## config.mk

```make
export PLATFORM = sky130hd
export DESIGN_NAME = hps_core
export DESIGN_NICKNAME = d
export VERILOG_FILES = /design/src/hps_pkg.sv /design/src/hps_core.sv
export SDC_FILE = /design/constraint.sdc
export NUM_CORES = 2
export LEC_CHECK = 0
export BUFFER_PORTS_ARGS = -buffer_cell sky130_fd_sc_hd__clkbuf_2
export CELL_PAD_IN_SITES_DETAIL_PLACEMENT = 1
export CELL_PAD_IN_SITES_GLOBAL_PLACEMENT = 2
export CORE_MARGIN = 5
export CORE_UTILIZATION = 39
export CTS_CLUSTER_SIZE = 16
export DETAILED_ROUTE_END_ITERATION = 6
export PLACE_DENSITY = 0.88
export REMOVE_ABC_BUFFERS = 1
export SLEW_MARGIN = 25
export SYNTH_ARGS = -nofsm -noshare
export SYNTH_HDL_FRONTEND = slang
export SYNTH_SLANG_ARGS = --single-unit
```

## constraint.sdc

```tcl
create_clock -name clk -period 23.4 [get_ports clk]
set_clock_uncertainty 0.2 [all_clocks]
set_input_delay 1.17 -clock clk [delete_from_list [all_inputs] [get_ports clk]]
set_output_delay 1.17 -clock clk [all_outputs]
set_load 0.01 [all_outputs]
```

## src/hps_pkg.sv

```systemverilog
`timescale 1ns / 1ps
// shared constants, codes and types of the heap process scheduler
// depends on nothing; every other file but hps_ram imports it
package hps_pkg;

	// sizing
	localparam int CAPACITY      = 1024;
	localparam int PRIORITY_BITS = 16;
	localparam int TIME_BITS     = 16;

	// elapsed time may pass the required time by up to one priority
	localparam int ELAPSED_W = ((PRIORITY_BITS > TIME_BITS) ? PRIORITY_BITS : TIME_BITS) + 1;
	localparam int KEY_W     = PRIORITY_BITS + ELAPSED_W;
	localparam int IDX_W     = $clog2(CAPACITY);
	localparam int CNT_W     = $clog2(CAPACITY + 1);
	localparam int SWITCH_W  = 32;
	localparam int STATUS_W  = 2;

	// operation codes
	localparam logic OP_INSERT = 1'b0;
	localparam logic OP_STEP   = 1'b1;

	// status codes
	localparam logic [STATUS_W-1:0] ST_OK       = 2'd0;
	localparam logic [STATUS_W-1:0] ST_FULL     = 2'd1;
	localparam logic [STATUS_W-1:0] ST_EMPTY    = 2'd2;
	localparam logic [STATUS_W-1:0] ST_ZERO_PRI = 2'd3;

	// input transaction payload
	typedef struct packed {
		logic                     op;
		logic [PRIORITY_BITS-1:0] priority_req;
		logic [TIME_BITS-1:0]     required_time;
	} hps_in_t;

	// result transaction payload
	typedef struct packed {
		logic [STATUS_W-1:0]      status;
		logic [PRIORITY_BITS-1:0] served_priority;
		logic [ELAPSED_W-1:0]     served_elapsed;
		logic                     finished;
		logic [SWITCH_W-1:0]      switch_count;
		logic [CNT_W-1:0]         occupancy;
	} hps_out_t;

	// one heap slot, the key is kept next to the process to avoid re-multiplying
	typedef struct packed {
		logic [KEY_W-1:0]         key;
		logic [PRIORITY_BITS-1:0] pri;
		logic [ELAPSED_W-1:0]     elapsed;
		logic [TIME_BITS-1:0]     need;
	} hps_entry_t;

	localparam int ENTRY_W = $bits(hps_entry_t);

	// heap memory access request from the sequencer
	typedef struct packed {
		logic             we;
		logic [IDX_W-1:0] waddr;
		hps_entry_t       wdata;
		logic [IDX_W-1:0] raddr_a;
		logic [IDX_W-1:0] raddr_b;
	} hps_ram_req_t;

endpackage

```

## src/hps_core.sv

```systemverilog
`timescale 1ns / 1ps
// heap sequencer: insert with sift-up, extract-min with sift-down, reinsertion
// depends on hps_pkg; drives the heap memory through an hps_ram_req_t
module hps_core import hps_pkg::*; (
	input  logic         clk,
	input  logic         arst_n,
	input  logic         in_valid,
	input  hps_in_t      in_data,
	output logic         in_ready,
	output logic         res_valid,
	output hps_out_t     res_data,
	input  logic         res_ready,
	output hps_ram_req_t ram_req,
	input  hps_entry_t   rd_a,
	input  hps_entry_t   rd_b
);

	localparam int IX_W = IDX_W + 2;
	localparam logic [CNT_W-1:0] CNT_FULL = CNT_W'(CAPACITY);

	localparam logic [2:0] S_IDLE  = 3'd0;
	localparam logic [2:0] S_POP   = 3'd1;
	localparam logic [2:0] S_SINK  = 3'd2;
	localparam logic [2:0] S_MUL   = 3'd3;
	localparam logic [2:0] S_REINS = 3'd4;
	localparam logic [2:0] S_LIFT  = 3'd5;
	localparam logic [2:0] S_PLACE = 3'd6;
	localparam logic [2:0] S_DONE  = 3'd7;

	function automatic logic [IDX_W-1:0] parent_of(input logic [IDX_W-1:0] i);
		return (i - IDX_W'(1)) >> 1;
	endfunction

	logic [2:0]               state_q;
	logic [CNT_W-1:0]         count_q;
	logic [SWITCH_W-1:0]      switch_q;
	logic [IDX_W-1:0]         idx_q;
	hps_entry_t               mov_q;
	logic [PRIORITY_BITS-1:0] cur_pri_q;
	logic [ELAPSED_W-1:0]     cur_el_q;
	logic [TIME_BITS-1:0]     cur_need_q;
	logic [KEY_W-1:0]         prod_q;
	logic [STATUS_W-1:0]      status_q;
	logic [PRIORITY_BITS-1:0] spri_q;
	logic [ELAPSED_W-1:0]     sel_q;
	logic                     fin_q;

	logic [IX_W-1:0]  cnt_ext;
	logic [IX_W-1:0]  left_ix;
	logic [IX_W-1:0]  right_ix;
	logic             left_ok;
	logic             right_ok;
	logic             take_l;
	logic             take_r;
	logic [IDX_W-1:0] best_idx;
	logic [IX_W-1:0]  best_l_ix;
	logic [IX_W-1:0]  best_r_ix;
	logic [IDX_W-1:0] idx_par;
	logic [IDX_W-1:0] cnt_idx;
	logic [CNT_W-1:0] cnt_dec;
	logic [IDX_W-1:0] cnt_par;
	logic [ELAPSED_W-1:0] el_inc;
	logic             lift_less;

	// child selection for the sift-down, read data arrives in the cycle after the address
	assign cnt_ext   = IX_W'(count_q);
	assign left_ix   = {1'b0, idx_q, 1'b1};
	assign right_ix  = left_ix + IX_W'(1);
	assign left_ok   = left_ix < cnt_ext;
	assign right_ok  = right_ix < cnt_ext;
	assign take_l    = left_ok && (rd_a.key < mov_q.key);
	assign take_r    = right_ok && (take_l ? (rd_b.key < rd_a.key) : (rd_b.key < mov_q.key));
	assign best_idx  = take_r ? right_ix[IDX_W-1:0] : left_ix[IDX_W-1:0];
	assign best_l_ix = {1'b0, best_idx, 1'b1};
	assign best_r_ix = best_l_ix + IX_W'(1);

	// sift-up and slot indexes
	assign idx_par   = parent_of(idx_q);
	assign cnt_idx   = count_q[IDX_W-1:0];
	assign cnt_dec   = count_q - CNT_W'(1);
	assign cnt_par   = parent_of(cnt_idx);
	assign lift_less = mov_q.key < rd_a.key;
	assign el_inc    = cur_el_q + ELAPSED_W'(1);

	// heap memory requests
	always_comb begin
		ram_req.we      = 1'b0;
		ram_req.waddr   = idx_q;
		ram_req.wdata   = mov_q;
		ram_req.raddr_a = '0;
		ram_req.raddr_b = '0;
		unique case (state_q)
			S_IDLE: begin
				if (in_data.op == OP_STEP) begin
					ram_req.raddr_b = cnt_dec[IDX_W-1:0];
				end else begin
					ram_req.raddr_a = cnt_par;
				end
			end
			S_POP: begin
				ram_req.raddr_a = IDX_W'(1);
				ram_req.raddr_b = IDX_W'(2);
			end
			S_SINK: begin
				ram_req.we = 1'b1;
				if (take_r) begin
					ram_req.wdata = rd_b;
				end else if (take_l) begin
					ram_req.wdata = rd_a;
				end
				ram_req.raddr_a = best_l_ix[IDX_W-1:0];
				ram_req.raddr_b = best_r_ix[IDX_W-1:0];
			end
			S_REINS: begin
				ram_req.raddr_a = cnt_par;
			end
			S_LIFT: begin
				ram_req.we = 1'b1;
				if (lift_less) begin
					ram_req.wdata = rd_a;
				end
				ram_req.raddr_a = parent_of(idx_par);
			end
			S_PLACE: begin
				ram_req.we = 1'b1;
			end
			default: begin
			end
		endcase
	end

	// key of the process going back in, registered after the multiplier
	always_ff @(posedge clk) begin
		prod_q <= KEY_W'(cur_pri_q) * KEY_W'(el_inc);
	end

	// sequencer
	always_ff @(posedge clk or negedge arst_n) begin
		if (!arst_n) begin
			state_q    <= S_IDLE;
			count_q    <= '0;
			switch_q   <= '0;
			idx_q      <= '0;
			mov_q      <= '0;
			cur_pri_q  <= '0;
			cur_el_q   <= '0;
			cur_need_q <= '0;
			status_q   <= ST_OK;
			spri_q     <= '0;
			sel_q      <= '0;
			fin_q      <= 1'b0;
		end else begin
			unique case (state_q)
				S_IDLE: begin
					if (in_valid) begin
						status_q <= ST_OK;
						spri_q   <= '0;
						sel_q    <= '0;
						fin_q    <= 1'b0;
						if (in_data.op == OP_INSERT) begin
							if (in_data.priority_req == '0) begin
								status_q <= ST_ZERO_PRI;
								state_q  <= S_DONE;
							end else if (count_q == CNT_FULL) begin
								status_q <= ST_FULL;
								state_q  <= S_DONE;
							end else begin
								mov_q.key     <= KEY_W'(in_data.priority_req);
								mov_q.pri     <= in_data.priority_req;
								mov_q.elapsed <= '0;
								mov_q.need    <= in_data.required_time;
								idx_q         <= cnt_idx;
								count_q       <= count_q + CNT_W'(1);
								state_q       <= (count_q == '0) ? S_PLACE : S_LIFT;
							end
						end else if (count_q == '0) begin
							status_q <= ST_EMPTY;
							state_q  <= S_DONE;
						end else begin
							count_q <= cnt_dec;
							state_q <= S_POP;
						end
					end
				end
				S_POP: begin
					cur_pri_q  <= rd_a.pri;
					cur_el_q   <= rd_a.elapsed + ELAPSED_W'(rd_a.pri);
					cur_need_q <= rd_a.need;
					if (switch_q != '1) begin
						switch_q <= switch_q + SWITCH_W'(1);
					end
					mov_q   <= rd_b;
					idx_q   <= '0;
					state_q <= (count_q != '0) ? S_SINK : S_MUL;
				end
				S_SINK: begin
					if (take_l || take_r) begin
						idx_q <= best_idx;
					end else begin
						state_q <= S_MUL;
					end
				end
				S_MUL: begin
					state_q <= S_REINS;
				end
				S_REINS: begin
					spri_q <= cur_pri_q;
					sel_q  <= cur_el_q;
					if (cur_el_q < ELAPSED_W'(cur_need_q)) begin
						mov_q.key     <= prod_q;
						mov_q.pri     <= cur_pri_q;
						mov_q.elapsed <= cur_el_q;
						mov_q.need    <= cur_need_q;
						idx_q         <= cnt_idx;
						count_q       <= count_q + CNT_W'(1);
						state_q       <= (count_q == '0) ? S_PLACE : S_LIFT;
					end else begin
						fin_q   <= 1'b1;
						state_q <= S_DONE;
					end
				end
				S_LIFT: begin
					if (lift_less) begin
						idx_q <= idx_par;
						if (idx_par == '0) begin
							state_q <= S_PLACE;
						end
					end else begin
						state_q <= S_DONE;
					end
				end
				S_PLACE: begin
					state_q <= S_DONE;
				end
				S_DONE: begin
					if (res_ready) begin
						state_q <= S_IDLE;
					end
				end
				default: begin
					state_q <= S_IDLE;
				end
			endcase
		end
	end

	// handshake and result
	assign in_ready  = (state_q == S_IDLE);
	assign res_valid = (state_q == S_DONE);

	always_comb begin
		res_data.status          = status_q;
		res_data.served_priority = spri_q;
		res_data.served_elapsed  = sel_q;
		res_data.finished        = fin_q;
		res_data.switch_count    = switch_q;
		res_data.occupancy       = count_q;
	end

endmodule

```

-- Yosys cells after proc, flatten, opt, wreduce, memory -nomap -nowiden
Index checks and enable logic that the tools add are counted.
- add/subtract/negate cells: 10
- $mul: 1
- $lt $le $gt $ge: 7
- equal/unequal tests: 23
- muxes and demuxes: 56
- reductions and logical operators: 20
- operators with widths (operator ; number):
    2-to-1 mux 82 bit ; 8
    one-hot mux 82 bit (3 select lines) ; 1
    one-hot mux 82 bit (2 select lines) ; 1
    < comparator 33 bit ; 4
    one-hot mux 10 bit (5 select lines) ; 2
    2-to-1 mux 10 bit ; 9
    2-to-1 mux 11 bit ; 6
    one-hot mux 17 bit (2 select lines) ; 1
    multiplier 16 x 17 -> 33 bit ; 1
    adder 32 x 1 -> 32 bit, second input constant ; 1
    inequality test 32 bit, second input constant ; 1
    one-hot mux 16 bit (2 select lines) ; 1
    one-hot mux 10 bit (3 select lines) ; 1
    one-hot mux 3 bit (8 select lines) ; 1
    one-hot mux 11 bit (2 select lines) ; 1
    2-to-1 mux 3 bit ; 7
    subtractor 10 x 1 -> 10 bit, second input constant ; 2
    inequality test 2 bit, second input constant ; 9
    adder 17 x 1 -> 17 bit, second input constant ; 1
    adder 17 x 16 -> 17 bit ; 1
    < comparator 17 x 16 -> 1 bit ; 1
    2-to-1 mux 17 bit ; 1
    zero test 16 bit ; 1
    2-to-1 mux 16 bit ; 1
    other kinds (32) ; 54
- register bits: 256
- input port bits: 201
- output and inout bits: 194
- word-level logic and storage cells: 133

-- Longest topological paths before layout
- depth in word-level cells: 7
- mapped depth: 32
- mapped depth without buffers: 29

-- Least setup slack after synthesis
OpenSTA, ideal clock, no wires.
- kind: flip-flop to flip-flop
- start point: register cur_el_q[2]
- end point: register prod_q[32]
- library setup time: 0.072 ns
- arrival time: 7.552 ns
- setup slack: 15.576 ns
- stages on the path, launching flop included: 29
- buffers on the path: 3
- period minus slack after synthesis: 7.824 ns
- path through: dfrtp_1 clkbuf_1 nand3_1 nor4_1 nand3_1 xnor2_1 clkbuf_1 nand2_1 fa_1 fa_1 inv_1 fa_1 fa_1 fa_1 inv_1 fa_1 inv_1 ha_1 and3_1 clkbuf_1 nand2_1 or3b_2 a21oi_1 o21ai_0 a41oi_1 a21oi_1 a211o_1 a21oi_1 xnor2_1
- cells in the longest elaborated chain, start to end: 2
- ends and longest elaborated chain (what ; line ; RTL):
    from (decl) ; hps_core.sv:40 ; logic [ELAPSED_W-1:0] cur_el_q;
    from (signal assigned) ; hps_core.sv:187 ; cur_el_q <= rd_a.elapsed + ELAPSED_W'(rd_a.pri);
    adder 17 x 1 -> 17 bit ; hps_core.sv:83 ; assign el_inc = cur_el_q + ELAPSED_W'(1);
    multiplier 16 x 17 -> 33 bit ; hps_core.sv:134 ; prod_q <= KEY_W'(cur_pri_q) * KEY_W'(el_inc);
    to (signal assigned) ; hps_core.sv:134 ;
    to (decl) ; hps_core.sv:42 ; logic [KEY_W-1:0] prod_q;
Every way passes these cells.
A chain may end at the register's enable or synchronous reset.

-- Worst setup path in the final report
Same ends and word-level chain as after synthesis.

==> reports/qor.txt <==
status - complete, no violations
Final Hold Viols - 0
layout cells sized above 1 - 15.13%
commonest cells in the netlist - inv_1, nand2_1, ha_1
ys flop type - dfrtp_1
Worst-path clk slew - 0.06 ns
via/cell ratio - 5.861
nets - 4269
antenna-violating nets left - 0
number of flops mapped to enable cells by yosys - 0
#FFs+latches synth - 256
Async S/R FF share, synth - 87.11%
ranking of synthesized cells by area - dfrtp_1, fa_1, ha_1
core box area - 72590 um2
gpl congestion - 0.8650
top-count cell post-synth - inv_1
post-synthesis sequential area ratio - 21.95%
GRT Util Overall - 27.27%
Top Ports - 395
Tcrit/Tclk final - 38.61%
CTS HTree Levels - 2
CTS resizes - 0
worst slew pin tran - 1.128 ns
worst relative slew slack - 24.12%
Clk Latency, worst-skew pair - 0.55 ns
Initial Util - 39.18%
hold_buf cts - 0
Post-Syn Instances - 3343
crit path max fanout - 16
Area growth syn-to-layout - 13.71%
Clock Path Buffers - 3
Critical Path RT - 23.67 ns
clock root cell - clkbuf_16
DR DRC count - 0
First-pass DRT Iterations - 5
Sum Neg Setup Slack - 0 ns
minimum clock period - 9.035 ns
worst min path class - reg2reg
wire length per cell - 24.12 um
num rows - 99
synth warn - 0
Port Buf Inserts - 394
clock sink count - 256
RSZ-0062 raised after global routing - false
Post-Syn Area - 28440 um2
Worst Setup Path Type - reg2reg
number of global-route vias before repair - 27832
f_max - 0.1107 GHz
DIE WIDTH - 280.0 um
DR iter-0 viols - 1678
first-pass GRT wire length - 169400 um
number of fill cells - 8724
leading area contributor after synthesis - dfrtp_1
CTS tree - yes
crit end category - flop
die height - 280.0 um
via count - 26866
crit path launch type - flop
Slew Limit Fails - 0
final design utilization - 44.55%
initial antenna violation count - 2
postcts setup bufs - 0
Die Area - 78420 um2
MaxCap Viol Count - 0
Synth cell types - 81
Synth Area per Inst - 8.507 um2
Detailed Place HPWL - 81790 um
GRT overflow - 0
pin count of the biggest net entering global routing - 103
Post-Route WL - 110600 um
Setup Viol. Count Final - 0
placed instance count - 4518
share of Yosys cell area claimed by the top area cell type - 19.62%
critical path arrival - 9.30 ns
CTS buffer count - 35
Finished Layout Cells - 4584
## sequential cells by signal (all words and copies together) (netlist names)
signal and count:
prod_q 33, idx_q 10, state_q 3, spri_q 16, fin_q 1, status_q 2
count_q 11, mov_q 82, cur_pri_q 16, cur_need_q 16, cur_el_q 17, sel_q 17
switch_q 32
## layout make-up
| class | instances | area (um2) | share of cell area, % |
|---|---|---|---|
| clock buffers | 52 | 1010 | 3.122 |
| multi-input cells | 2527 | 20240 | 62.59 |
| well taps | 959 | 1200 | 3.711 |
| flip-flops and latches | 256 | 6241 | 19.30 |
| inverters | 344 | 1291 | 3.993 |
| diodes | 4 | 10.01 | 0.03095 |
| clock inverters | 9 | 60.06 | 0.1857 |
| repair buffers | 433 | 2286 | 7.069 |
## layout by cell type, fill, tap and decap left out, drive strengths merged, types with 83 or more instances in the layout
cell type	count
clkbuf	445
inv	345
nand2	339
ha	262
o21ai	259
a21oi	234
dfrtp	223
fa	209
nor2	179
and2	138
a22o	114
xnor2	98
mux2i	86
a2bb2oi	83
## per-stage QoR
stage          worst slack, ns  hold WS (ns)  area (um2)
6_report                 14.36        0.2865       32340
5_1_grt                  13.97        0.3053       32330
4_1_cts                  14.37        0.2912       32290
3_5_place_dp             14.49        0.2810       31220
3_3_place_gp             14.65        0.2775       31210
2_1_floorplan            12.50        0.2697       27580
## worst max-delay path, stage by stage (launching register included)
cell	delay (ns)
dfrtp_1	0.53
nand3_1	0.24
nor4_1	0.99
nand2_1	0.23
xnor2_2	0.79
nand2_1	0.23
fa_1	0.55
fa_1	0.50
inv_1	0.06
fa_1	0.54
fa_1	0.45
fa_1	0.55
inv_1	0.05
fa_1	0.52
inv_1	0.04
ha_1	0.24
or3_1	0.38
or3_1	0.35
o21ai_0	0.27
o21ai_0	0.21
a41oi_1	0.28
a21oi_1	0.16
a211o_1	0.28
a21oi_1	0.17
xnor2_1	0.13
## final timing paths
path,from,end,slack (ns),cells after the start
worst max-delay path,cur_el_q[2],prod_q[32],14.36,24
worst min-delay path,switch_q[23],switch_q[23],0.29,1
worst max register to register,cur_el_q[2],prod_q[32],14.36,24
worst min register to register,switch_q[23],switch_q[23],0.29,1
max in group asynchronous,arst_n,mov_q[69],21.00,2
min in group asynchronous,arst_n,mov_q[2],0.46,1
## cells by family after synthesis
| group | synth area share [%] |
|---|---|
| AOI/OAI and AO/OA | 21.69 |
| and+or+nand+nor | 14.81 |
| buffers and inverters | 7.550 |
| adders and majority gates | 26.24 |
| DFF | 21.95 |
| xor gates and xnor gates | 4.338 |
| muxes | 3.423 |
## metal layers
metal  GRT usage, %  vias to the layer above  part of all wire [%]
met5              0                        -                     0
met4          8.277                        0                   3.3
met3          3.511                      181                   5.3
met2          46.17                      780                    49
met1          36.63                    13792                    43
li1               -                    12113                     -
Power is left out: the tool's default activity adds up to more than one toggle a clock period on the data nets, which glitch-free logic cannot reach.
