==> config.mk <==
export PLATFORM = sky130hd
export DESIGN_NAME = hps_ram
export DESIGN_NICKNAME = d
export VERILOG_FILES = /design/src/hps_ram.sv
export SDC_FILE = /design/constraint.sdc
export NUM_CORES = 1
export LEC_CHECK = 0
export ABC_AREA = 0
export BUFFER_PORTS_ARGS = -buffer_cell sky130_fd_sc_hd__buf_4
export CORE_MARGIN = 2
export CORE_UTILIZATION = 55
export CTS_CLUSTER_SIZE = 28
export DETAILED_ROUTE_END_ITERATION = 10
export GPL_ROUTABILITY_DRIVEN = 0
export PLACE_DENSITY = 0.77
export RECOVER_POWER = 25
export SLEW_MARGIN = 20
export SYNTH_ARGS = -nofsm -noshare
export SYNTH_HDL_FRONTEND = slang
export SYNTH_SLANG_ARGS = --single-unit
==> constraint.sdc <==
create_clock -name clk -period 2.45 [get_ports clk]
set_input_delay 0.49 -clock clk [delete_from_list [all_inputs] [get_ports clk]]
set_output_delay 0.49 -clock clk [all_outputs]
set_load 0.05 [all_outputs]
==> src/hps_ram.sv <==
`timescale 1ns / 1ps
// generic ram: one write port, two read ports with registered read data
// no dependencies
module hps_ram #(
	parameter int WIDTH = 8,
	parameter int DEPTH = 16,
	localparam int AW = (DEPTH > 1) ? $clog2(DEPTH) : 1
) (
	input  logic             clk,
	input  logic             we,
	input  logic [AW-1:0]    waddr,
	input  logic [WIDTH-1:0] wdata,
	input  logic [AW-1:0]    raddr_a,
	input  logic [AW-1:0]    raddr_b,
	output logic [WIDTH-1:0] rdata_a,
	output logic [WIDTH-1:0] rdata_b
);

	logic [WIDTH-1:0] mem [DEPTH];

	// write port
	always_ff @(posedge clk) begin
		if (we) begin
			mem[waddr] <= wdata;
		end
	end

	// registered read ports
	always_ff @(posedge clk) begin
		rdata_a <= mem[raddr_a];
		rdata_b <= mem[raddr_b];
	end

endmodule

# ---- Word level (Yosys, flattened, before mapping)
# Memories as Yosys holds them, arrays and structs flattened. A register that Yosys moved wholly into a read port is not among the register bits.
# Cells that the tools add are included.
dict set report word_totals {
  elab_cells 3
  ramBits 128
  ff_bits 0
  out_inout_bits 16
  mem_count 1
}
# memory words width read_ports rd_ports_with_merged_regs wr line_no
set memory_table {}
lappend memory_table {mem 16 8 2 2 1 19} ;# logic [WIDTH-1:0] mem [DEPTH];
dict set report op_classes {
  mux 2
}
# op count
set ops {}
lappend ops {{$mux W1} 2}

# ---- Depth between registers and ports, before layout
# Gate-level depths: netlist of run 1.
dict set report logic_depth {
  ltp_word 2
  ltp_mapped 5
  ltp_nobuf 3
}

# ---- Worst setup path after synthesis of run 1
# No wires, ideal clock.
dict set report synth_timing {
  path_type {input to register}
  startpoint {input port waddr[2]}
  endpoint {memory mem[0][0], enable pin}
  arrival_time_ps 1600
  path_stages 2
  setup_ps 383
  path_slack_ps 467
  path_cell_list {or3b_2 nor3_1}
}
# element line_no
set synth_lines {}
lappend synth_lines {{start: declaration} 11} ;# input logic [AW-1:0] waddr,
lappend synth_lines {{end: declaration} 19}
# Straight into the memory's write port.

==> impl_results.md, run 1 <==
- Outcome: complete, no violations
- Row cnt: 39
- Largest net degree at the start of global routing: 33
- Synth area leaders: edfxtp_1, mux4_2, mux4_1
- Routed wl met2: ~7000 um
- Max clock buf depth: 2
- Unrepaired setup endpoints after global routing: no
- Post_cts resized: 0
- Overall Global Routing Usage: 0.2360
- Yosys reg bits: 144
- Setup TNS: 0 ps
- Design area: about 0.0074 mm^2
- Die height: 111.4 um
- First-pass GRT wire length: between 20000 and 25000 um
- Layout cells sized above 1: 0.3115
- Number of global-route vias before repair: between 3000 and 4000
- Post-layout util: 0.6527
- Syn Inst Count: about 300
- Lkg Pwr: about 2.6 nW
- H-tree depth: 4
- # diodes: 0
- CP Data Required Time: around 2800 ps
- Total count of hold-check failures in the final report: 0
- Max layer used: met4
- Final Non-Filler Cells: around 530
- Remaining DRCs: 0
- Met3 wire length: roughly 1200 um
- CTS tree: done
- Final-report max-slew violation count: 0
- Port buffer count: 37
- Synthesized area per cell: around 21 um^2
- Worst skew pair latency: between 400 and 500 ps
- Peak supply drop: ~0.47 mV
- Nature of the critical path startpoint: primary input
- Post-DRT Antenna Nets: 0
- Max frequency: 0.6101 GHz
- Vias: ~3500
- Critical path class: primary input to flip-flop
- Setup Fix Bufs, Post-CTS: 0
- Synth unique cells: 20
- Ports: 38
- Synth top area share: 0.6057
- Most frequent cells in the layout: edfxtp_1, buf_4, mux4_2
- Wire per inst: 25.82 um
- Metal1 wirelength: about 5100 um
- Drt pass-1 iters: 5
- Cts bufs inserted: 17
- Worst Skew: around 5.6 ps
- Max-capacitance violation count: 0
- Sequential area share after synthesis: 0.6562
- Placed Cells: ~490
- Synth Warn #: 0
- Slew of the pin with the lowest slew margin: between 600 and 700 ps
- Final wirelength: between 10000 and 15000 um
- Synthesis-to-layout area growth: 16.44%
- Worst hold path type: primary input to flip-flop
- CP Data Arrival Time: around 1900 ps
- Root buffer cell: clkbuf_16
- Placed inst area: a little under 0.007 mm^2
- Post-Syn Area: between 0.006 and 0.007 mm^2
- Die W: 111.4 um
- Worst-path fanout max: 12
- Post-layout nets: about 390
- DIE AREA: 0.01241 mm^2
- Clock-pin transition on the worst setup and hold timing paths: approximately 50 ps
- Cell taking the most area after synthesis: edfxtp_1
- CP Capture Type: flip-flop
- Initial core utilization: 0.5606
- Period utilisation layout: 0.6691
- Initial drt markers: 461
- Core ar.: ~0.011 mm^2
- Mapped Nets: ~330
- Clock sinks: roughly 140
- CTS Hold Bufs: 0
- Power Dens Cells: around 790 mW/mm^2
- Setup violators final: 0
- Tot Pwr: around 5.8 mW
- Via-to-Cell Ratio: approximately 6.6
- Commonest non-fill, non-tap cell in the layout: edfxtp_1
- GRT overflow: 0
- HPWL Detailed: around 8800 um
- Max_slew headroom: 0.5512
- Tmin final: 1639 ps
- Initial antenna violation count: 0
## registers in the layout, summed over array words and instances (netlist names)
signal	count
mem	128
rdata_b	8
rdata_a	8
## final timing paths
kind | startpoint | slack, ps | depth (start not counted) | endpoint
worst max register to register | mem[3][7] | 930 | 3 | rdata_b[7]
worst max-delay path | raddr_b[0] | 810 | 6 | rdata_b[4]
worst min-delay path | wdata[7] | 400 | 1 | mem[15][7]
worst min register to register | mem[4][1] | 690 | 3 | rdata_b[1]
## kinds of logic (layout without fill, tap and decap cells)
| family | count (synthesis) | count (layout) | synth area share |
|---|---|---|---|
| AOI/OAI and AO/OA | 32 | 32 | 0.03785 |
| buffers and inverters | 20 | 95 | 0.02721 |
| DFF | 144 | 144 | 0.6562 |
| and+or+nand+nor | 47 | 47 | 0.03430 |
| muxes | 64 | 64 | 0.2445 |
## synth_stat cells, drive strengths merged
cell / number
a22oi: 32
and2: 2
and2b: 2
buf: 14
clkdlybuf4s25: 6
dfxtp: 16
edfxtp: 128
mux4: 64
nand2: 17
nand2b: 2
nand3: 1
nand3b: 2
nor2: 14
nor2b: 2
nor3: 4
or3b: 1
## layout make-up
type | count | area [um^2]
Clock buffer | 26 | 499.2
Clock inverter | 6 | 78.83
Fill cell | 765 | 3931
Multi-Input combinational cell | 143 | 2009
Sequential cell | 144 | 4164
Tap cell | 143 | 178.9
Timing Repair Buffer | 63 | 459.2
## worst max-delay path: stages
cell,delay [ps]
buf_4,210
buf_4,190
buf_4,190
mux4_2,530
a22oi_1,250
nand2_1,80
## through the flow
step                      hold slack (ps)  setup WS, ps
after CTS                           361.2         815.1
after global placement              671.6         402.4
final                               398.5         810.8
after global routing                399.9         755.4
after detailed placement            673.1         389.5
after floorplan                     588.9         467.1
## per-layer routing
| layer | up-vias | global-route usage |
|---|---|---|
| met5 | - | 0 |
| met4 | 0 | 0.09218 |
| met3 | 30 | 0.06042 |
| met2 | 225 | 0.3821 |
| met1 | 1761 | 0.3137 |
| li1 | 1464 | - |
## where the power goes
| part | switching, mW | leakage (nW) | total (mW) | internal, mW |
|---|---|---|---|---|
| Clock | 0.895 | 0.286 | 2.49 | 1.60 |
| Combinational | 0.316 | 1.00 | 0.531 | 0.215 |
| Sequential | 0.0310 | 1.29 | 2.78 | 2.75 |
| Total | 1.24 | 2.58 | 5.81 | 4.56 |
No activity file was read; power rests on OpenSTA's default activity.
==> inputs of run 2 (changes only) <==
Settings changed: PLACE_DENSITY 0.77 to 0.8.
Clock period 2.45 ns to 1.4 ns, I/O delays scaled along.
==> run 2 against run 1 <==
The run now ends with setup timing left. Clock-buffer cell count down 7. Via count grew 2.1%. Final cell count rose by 2.7%. Clock power grew 62%. Sequential cell count unchanged. Wire length grew 6.6%. Die area stayed put. Cell area increased by 3.8%. Power grew 71%. First-iteration DRC count grew 6.5%. Core utilization grew 2.5 points. Clock skew decreased by 0.67 ps. Critical path type is now flip-flop to flip-flop. Critical endpoint is now rdata_a[0]. Largest cell class unchanged. Largest power group unchanged.
==> impl_results.md, run 2 (synthesis results as in run 1) <==
- Post-layout nets: 405 (+3.6%)
- Setup violators final: 2 (+2)
- Post-DRT Antenna Nets: 0 (unchanged)
- Pint: 7.659 mW (+68%)
- Largest stage delay, worst path: 620 ps (+90 ps)
- # diodes: 0 (unchanged)
- P_sw: 2.293 mW (+85%)
- Root buffer cell: clkbuf_16
- Switch share: 0.2304 (+0.01636)
- Commonest non-fill, non-tap cell in the layout: edfxtp_1
- Worst Skew: 4.948 ps (-0.6683 ps)
- Largest net degree at the start of global routing: 17 (-48%)
- Failing checks: setup timing
- H-tree depth: 4 (unchanged)
- Reg power frac: 0.490 (+0.011)
- Nature of the critical path startpoint: flip-flop
- Clock sinks: 144 (unchanged)
- Critical Path End: rdata_a[0]
- Critical path class: flip-flop to flip-flop
- GRT overflow: 0 (unchanged)
- Crit-path cells: mux4_4 -> a22oi_2 -> nand2_1
- Initial drt markers: 491 (+6.5%)
- Max_slew headroom: 0.3680 (-0.1832)
- Largest Register: mem
- Port buffer count: 37 (unchanged)
- Worst-path fanout max: 2 (-10)
- Final hold slack: 183.5 ps (-215.1 ps)
- Remaining DRCs: 0 (unchanged)
- Final wirelength: 14450 um (+6.6%)
- Initial antenna violation count: 0 (unchanged)
- Max clock buf depth: 2 (unchanged)
- Most frequent cells in the layout: edfxtp_1, buf_4, mux4_2
- Crit-path slowest cell: mux4_4
- Die W: 111.4 um (unchanged)
- Outcome: finished with violations
- Max frequency: approximately 0.7 GHz
- Flop2flop setup slack: -30 ps (-960 ps)
- Vias: 3554 (+2.1%)
- Core ar.: 0.01132 mm^2 (unchanged)
- Final-report max-slew violation count: 0 (unchanged)
- CP Data Arrival Time: 1730 ps (-210 ps)
- Ports: 38 (unchanged)
- Peak supply drop: 1.028 mV (+120%)
- CP Data Required Time: 1700 ps (-1050 ps)
- Combinational Power Share: 0.105 (+0.013)
- Period utilisation layout: 1.020
- Clock power share: 0.406 (-0.023)
- Via-to-Cell Ratio: 6.594 (-0.53%)
- Top Registers: mem: 128 flops, rdata_a: 8 flops, rdata_b: 8 flops
- Drt pass-1 iters: 5 (unchanged)
- DIE AREA: 0.01241 mm^2 (unchanged)
- Max-capacitance violation count: 0 (unchanged)
- Number of global-route vias before repair: 3719 (+4.4%)
- Critical Path Source: mem[3][0]
- Lkg Pwr: 2.664 nW (+3.3%)
- Worst R2R Start: mem[3][0]
- CP Capture Type: flip-flop
- Cts bufs inserted: 17 (unchanged)
- Layout cells sized above 1: 0.3914 (+0.07990)
- Initial core utilization: 0.5606 (unchanged)
- Unrepaired setup endpoints after global routing: yes
- Worst hold path type: primary input to flip-flop
- Max reg flops: 128 (unchanged)
- Row cnt: 39 (unchanged)
- Wire per inst: 26.82 um (+3.9%)
- First-pass GRT wire length: 21870 um (+4.7%)
- Setup Fix Bufs, Post-CTS: 0 (unchanged)
- Slew of the pin with the lowest slew margin: 946.0 ps (+272.8 ps)
- Synthesis-to-layout area growth: 20.90%
- HPWL Detailed: 9423 um (+7.5%)
- R2R depth: 3 (unchanged)
- Setup ws final: -28.56 ps (-839.4 ps)
- Tot Pwr: 9.952 mW (+71%)
- Power Dens Cells: 1297 mW/mm^2 (+65%)
- Tmin final: around 1400 ps
- FF-to-FF End: rdata_a[0]
- Worst skew pair latency: 420 ps (about the same)
- Clock-pin transition on the worst setup and hold timing paths: 60 ps (about the same)
- Die height: 111.4 um (unchanged)
- Overall Global Routing Usage: 0.2486 (+0.01260)
- CTS tree: done
- Total count of hold-check failures in the final report: 0 (unchanged)
==> run 2: stage by stage <==
| step | worst slack, ps | instance area, um^2 | TNS [ps] | cells | utilization |
|---|---|---|---|---|---|
| floorplan | -21.21 | 6392 | -163.2 | 307 | - |
| CTS | -16.06 | 7677 | -20.31 | 539 | 0.6782 |
| global placement | -280.9 | 7117 | -5182 | 507 | 0.6286 |
| finish | -28.56 | 7672 | -53.94 | 539 | 0.6777 |
| detailed placement | -311.3 | 7117 | -6284 | 507 | 0.6286 |
| global route | -74.59 | 7672 | -157.2 | 539 | 0.6777 |
==> run 2: power by group through the flow <==
stage | logic [mW] | clock network (mW) | registers, mW
2_1_floorplan | 0.448 | 0 | 5.13
3_3_place_gp | 1.00 | 0 | 4.95
3_5_place_dp | 1.02 | 0 | 4.95
4_1_cts | 1.04 | 4.08 | 4.87
5_1_grt | 1.09 | 4.27 | 4.88
6_report | 1.04 | 4.04 | 4.87
==> run 2: cell type report <==
class                           instances  area, um^2
Fill cell                             710        3649
Timing Repair Buffer                   77       718.2
Multi-Input combinational cell        143        2081
Clock buffer                           19       432.9
Clock inverter                         13       97.59
Tap cell                              143       178.9
Sequential cell                       144        4164
==> run 2: critical path, delay by kind of cell (launching register included) <==
kind / cells / cell delay [ps]
and+or+nand+nor: 1 / 80
DFF: 1 / 390
AOI/OAI and AO/OA: 1 / 230
muxes: 1 / 620
==> run 2: worst min-delay path by stage <==
stage               depth (start not counted)      from  slack [ps]         end
global route                                1  wdata[1]         190   mem[6][1]
CTS                                         1  wdata[0]         140  mem[12][0]
global placement                            1  wdata[0]         570  mem[12][0]
floorplan                                   0  wdata[0]         380   mem[0][0]
finish                                      1  wdata[1]         180   mem[1][1]
detailed placement                          1  wdata[4]         580  mem[11][4]
==> run 2: what timing repair did <==
action,in CTS,in global routing
gates resized for setup,6,7
endpoints found under the setup margin,6,9
cloned,0,0
pin swaps,4,2
hold buffers,0,0
==> run 2: metal layers <==
metal | global-route usage | share of wire
met2 | 0.4146 | 0.52
met5 | 0 | 0
met4 | 0.1152 | 0.036
met3 | 0.06206 | 0.067
met1 | 0.3111 | 0.37
==> inputs of run 3 (changes only) <==
Settings changed: CORE_UTILIZATION 55 to 40, GPL_TIMING_DRIVEN set to 1, PLACE_DENSITY 0.8 to 0.6.
Clock period 1.4 ns to 1.7 ns, I/O delays scaled along.
==> run 3 against run 2 <==
The flow now finishes without violations. Register-to-register slack gained 290 ps. Sequential share of layout area is essentially flat. Final cell count grew 13%. Clock-buffer cell count grew 2. Clock skew grew 1.5 ps. Via count shrank 2.1%. Sequential power shrank 18%. Core utilization shrank 19 points. Clock power shrank 4%. Setup slack gained 290 ps. Critical endpoint unchanged. Highest routed layer unchanged.
==> impl_results.md, run 3 (synthesis results as in run 1) <==
- CTS Hold Bufs: 0 (unchanged)
- # diodes: 0 (unchanged)
- Max frequency: 0.6955 GHz (-0.64%)
- FF/Latch Area: 0.004164 mm^2 (unchanged)
- Root buffer cell: clkbuf_16
- Worst hold path type: primary input to flip-flop
- Synthesis-to-layout area growth: 20.84% (about the same)
- Cts bufs inserted: 17 (unchanged)
- HPWL Detailed: 10160 um (+7.8%)
- Remaining DRCs: 0 (unchanged)
- Lkg Pwr: 2.667 nW (about the same)
- Peak supply drop: 0.7461 mV (-27%)
- Worst skew pair latency: 430 ps (about the same)
- DIE AREA: 0.01689 mm^2 (+36%)
- Most frequent cells in the layout: edfxtp_1, buf_4, mux4_2
- Critical path class: flip-flop to flip-flop
- Nature of the critical path startpoint: flip-flop
- Core ar.: 0.01571 mm^2 (+39%)
- Number of global-route vias before repair: 3636 (-2.2%)
- CP Data Arrival Time: 1730 ps (about the same)
- CP Capture Type: flip-flop
- CP Data Required Time: 1990 ps (+290 ps)
- Top Registers: mem: 128 flops, rdata_a: 8 flops, rdata_b: 8 flops
- Initial drt markers: 351 (-29%)
- Crit-path cells: mux4_4 -> a22oi_1 -> nand2_1
- First-pass GRT wire length: 23240 um (+6.2%)
- Setup ws final: 262.3 ps (+290.8 ps)
- Final wirelength: 15690 um (+8.5%)
- Final Non-Filler Cells: 607 (+13%)
- Crit-path slowest cell: mux4_4
- P_sw: 1.893 mW (-17%)
- Die height: 130.0 um (+17%)
- Clock-pin transition on the worst setup and hold timing paths: 60 ps (about the same)
- Initial antenna violation count: 0 (unchanged)
- Tot Pwr: 8.711 mW (-12%)
- Outcome: complete, no violations
- Placed inst area: 0.007064 mm^2 (-0.74%)
- Multi-input logic area: 0.002014 mm^2 (-3.2%)
- Max clock buf depth: 2 (unchanged)
- Initial core utilization: 0.4039 (-0.1567)
- Dpl ws: -138.0 ps (+173.3 ps)
- Worst-path fanout max: 2 (unchanged)
- Overall Global Routing Usage: 0.2021 (-0.04648)
- Total count of hold-check failures in the final report: 0 (unchanged)
- Largest net degree at the start of global routing: 19 (+2)
- H-tree depth: 4 (unchanged)
- Largest stage delay, worst path: 620 ps (about the same)
- Setup Fix Bufs, Post-CTS: 0 (unchanged)
- Max reg flops: 128 (unchanged)
- CTS tree: done
- Largest Register: mem
- Ports: 38 (unchanged)
- Max-capacitance violation count: 0 (unchanged)
- Unrepaired setup endpoints after global routing: no
- Placed Cells: 575 (+13%)
- Worst Skew: 6.414 ps (+1.466 ps)
- Layout cells sized above 1: 0.3427 (-0.04870)
- Clock sinks: 144 (unchanged)
- Via-to-Cell Ratio: 5.733 (-13%)
- Power Dens Cells: 1136 mW/mm^2 (-12%)
- Post-DRT Antenna Nets: 0 (unchanged)
- Switch share: 0.2174 (-0.01306)
- Wire per inst: 25.85 um (-3.6%)
- Post-layout nets: 400 (-1.2%)
- Final hold slack: 234.6 ps (+51.17 ps)
- Setup TNS: 0 ps (+53.94 ps)
- Post_cts resized: 0 (-6)
- Fillers: 1260 (+77%)
- Slew of the pin with the lowest slew margin: 1028 ps (+81.82 ps)
- Port buffer count: 37 (unchanged)
- Row cnt: 46 (+18%)
- Setup violators final: 0 (-2)
- Vias: 3480 (-2.1%)
- Drt pass-1 iters: 5 (unchanged)
- Max_slew headroom: 0.3122 (-0.05578)
- Combinational Power Share: 0.093 (-0.012)
- Reg power frac: 0.460 (-0.030)
- Tmin final: 1438 ps (+9.155 ps)
- Final-report max-slew violation count: 0 (unchanged)
- Period utilisation layout: 0.8457 (-0.1747)
- Commonest non-fill, non-tap cell in the layout: edfxtp_1
- Post-layout util: 0.4881 (-0.1897)
- Design area: 0.007669 mm^2 (about the same)
- GRT overflow: 0 (unchanged)
- Pint: 6.818 mW (-11%)
- Clock power share: 0.447 (+0.041)
- Die W: 130.0 um (+17%)
[run 3: cell count changes in the layout (fill, tap and decap cells not counted), sizes merged]
cell	change
clkinv	-5
buf	-4
clkbuf	+1
bufinv	+3
[run 3: critical path, delay by kind of cell (launching register included)]
family | cells | cell delay, ps
multiplexers | 1 | 620
flip-flops | 1 | 380
AO/OA/AOI/OAI | 1 | 200
AND/OR/NAND/NOR | 1 | 110
[run 3: worst paths after layout]
path / from / endpoint / slack [ps] / depth (start not counted)
worst min register to register: mem[14][0] / rdata_b[0] / 690 / 3
worst max register to register: mem[3][0] / rdata_a[0] / 260 / 3
worst max-delay path: mem[3][0] / rdata_a[0] / 260 / 3
worst min-delay path: wdata[1] / mem[13][1] / 230 / 1
[run 3: metal layers]
metal	up-vias	track usage	part of all wire
li1	1486	-	-
met1	1806	0.2821	0.44
met2	156	0.3111	0.47
met3	32	0.04551	0.063
met4	0	0.08159	0.022
met5	-	0	0
[run 3: layout make-up]
cell class	count	area share
Clock buffer	21	0.06004
Clock inverter	11	0.02121
Multi-Input combinational cell	143	0.2627
Sequential cell	144	0.5430
Tap cell	216	0.03524
Timing Repair Buffer	72	0.07783
[run 3: power groups by stage]
| stage | clock, mW | combinational [mW] | sequential, mW |
|---|---|---|---|
| 6_report | 3.89 | 0.811 | 4.01 |
| 5_1_grt | 4.08 | 0.857 | 4.02 |
| 4_1_cts | 3.95 | 0.823 | 4.01 |
| 3_5_place_dp | 0 | 0.821 | 4.08 |
| 3_3_place_gp | 0 | 0.814 | 4.08 |
| 2_1_floorplan | 0 | 0.358 | 4.22 |
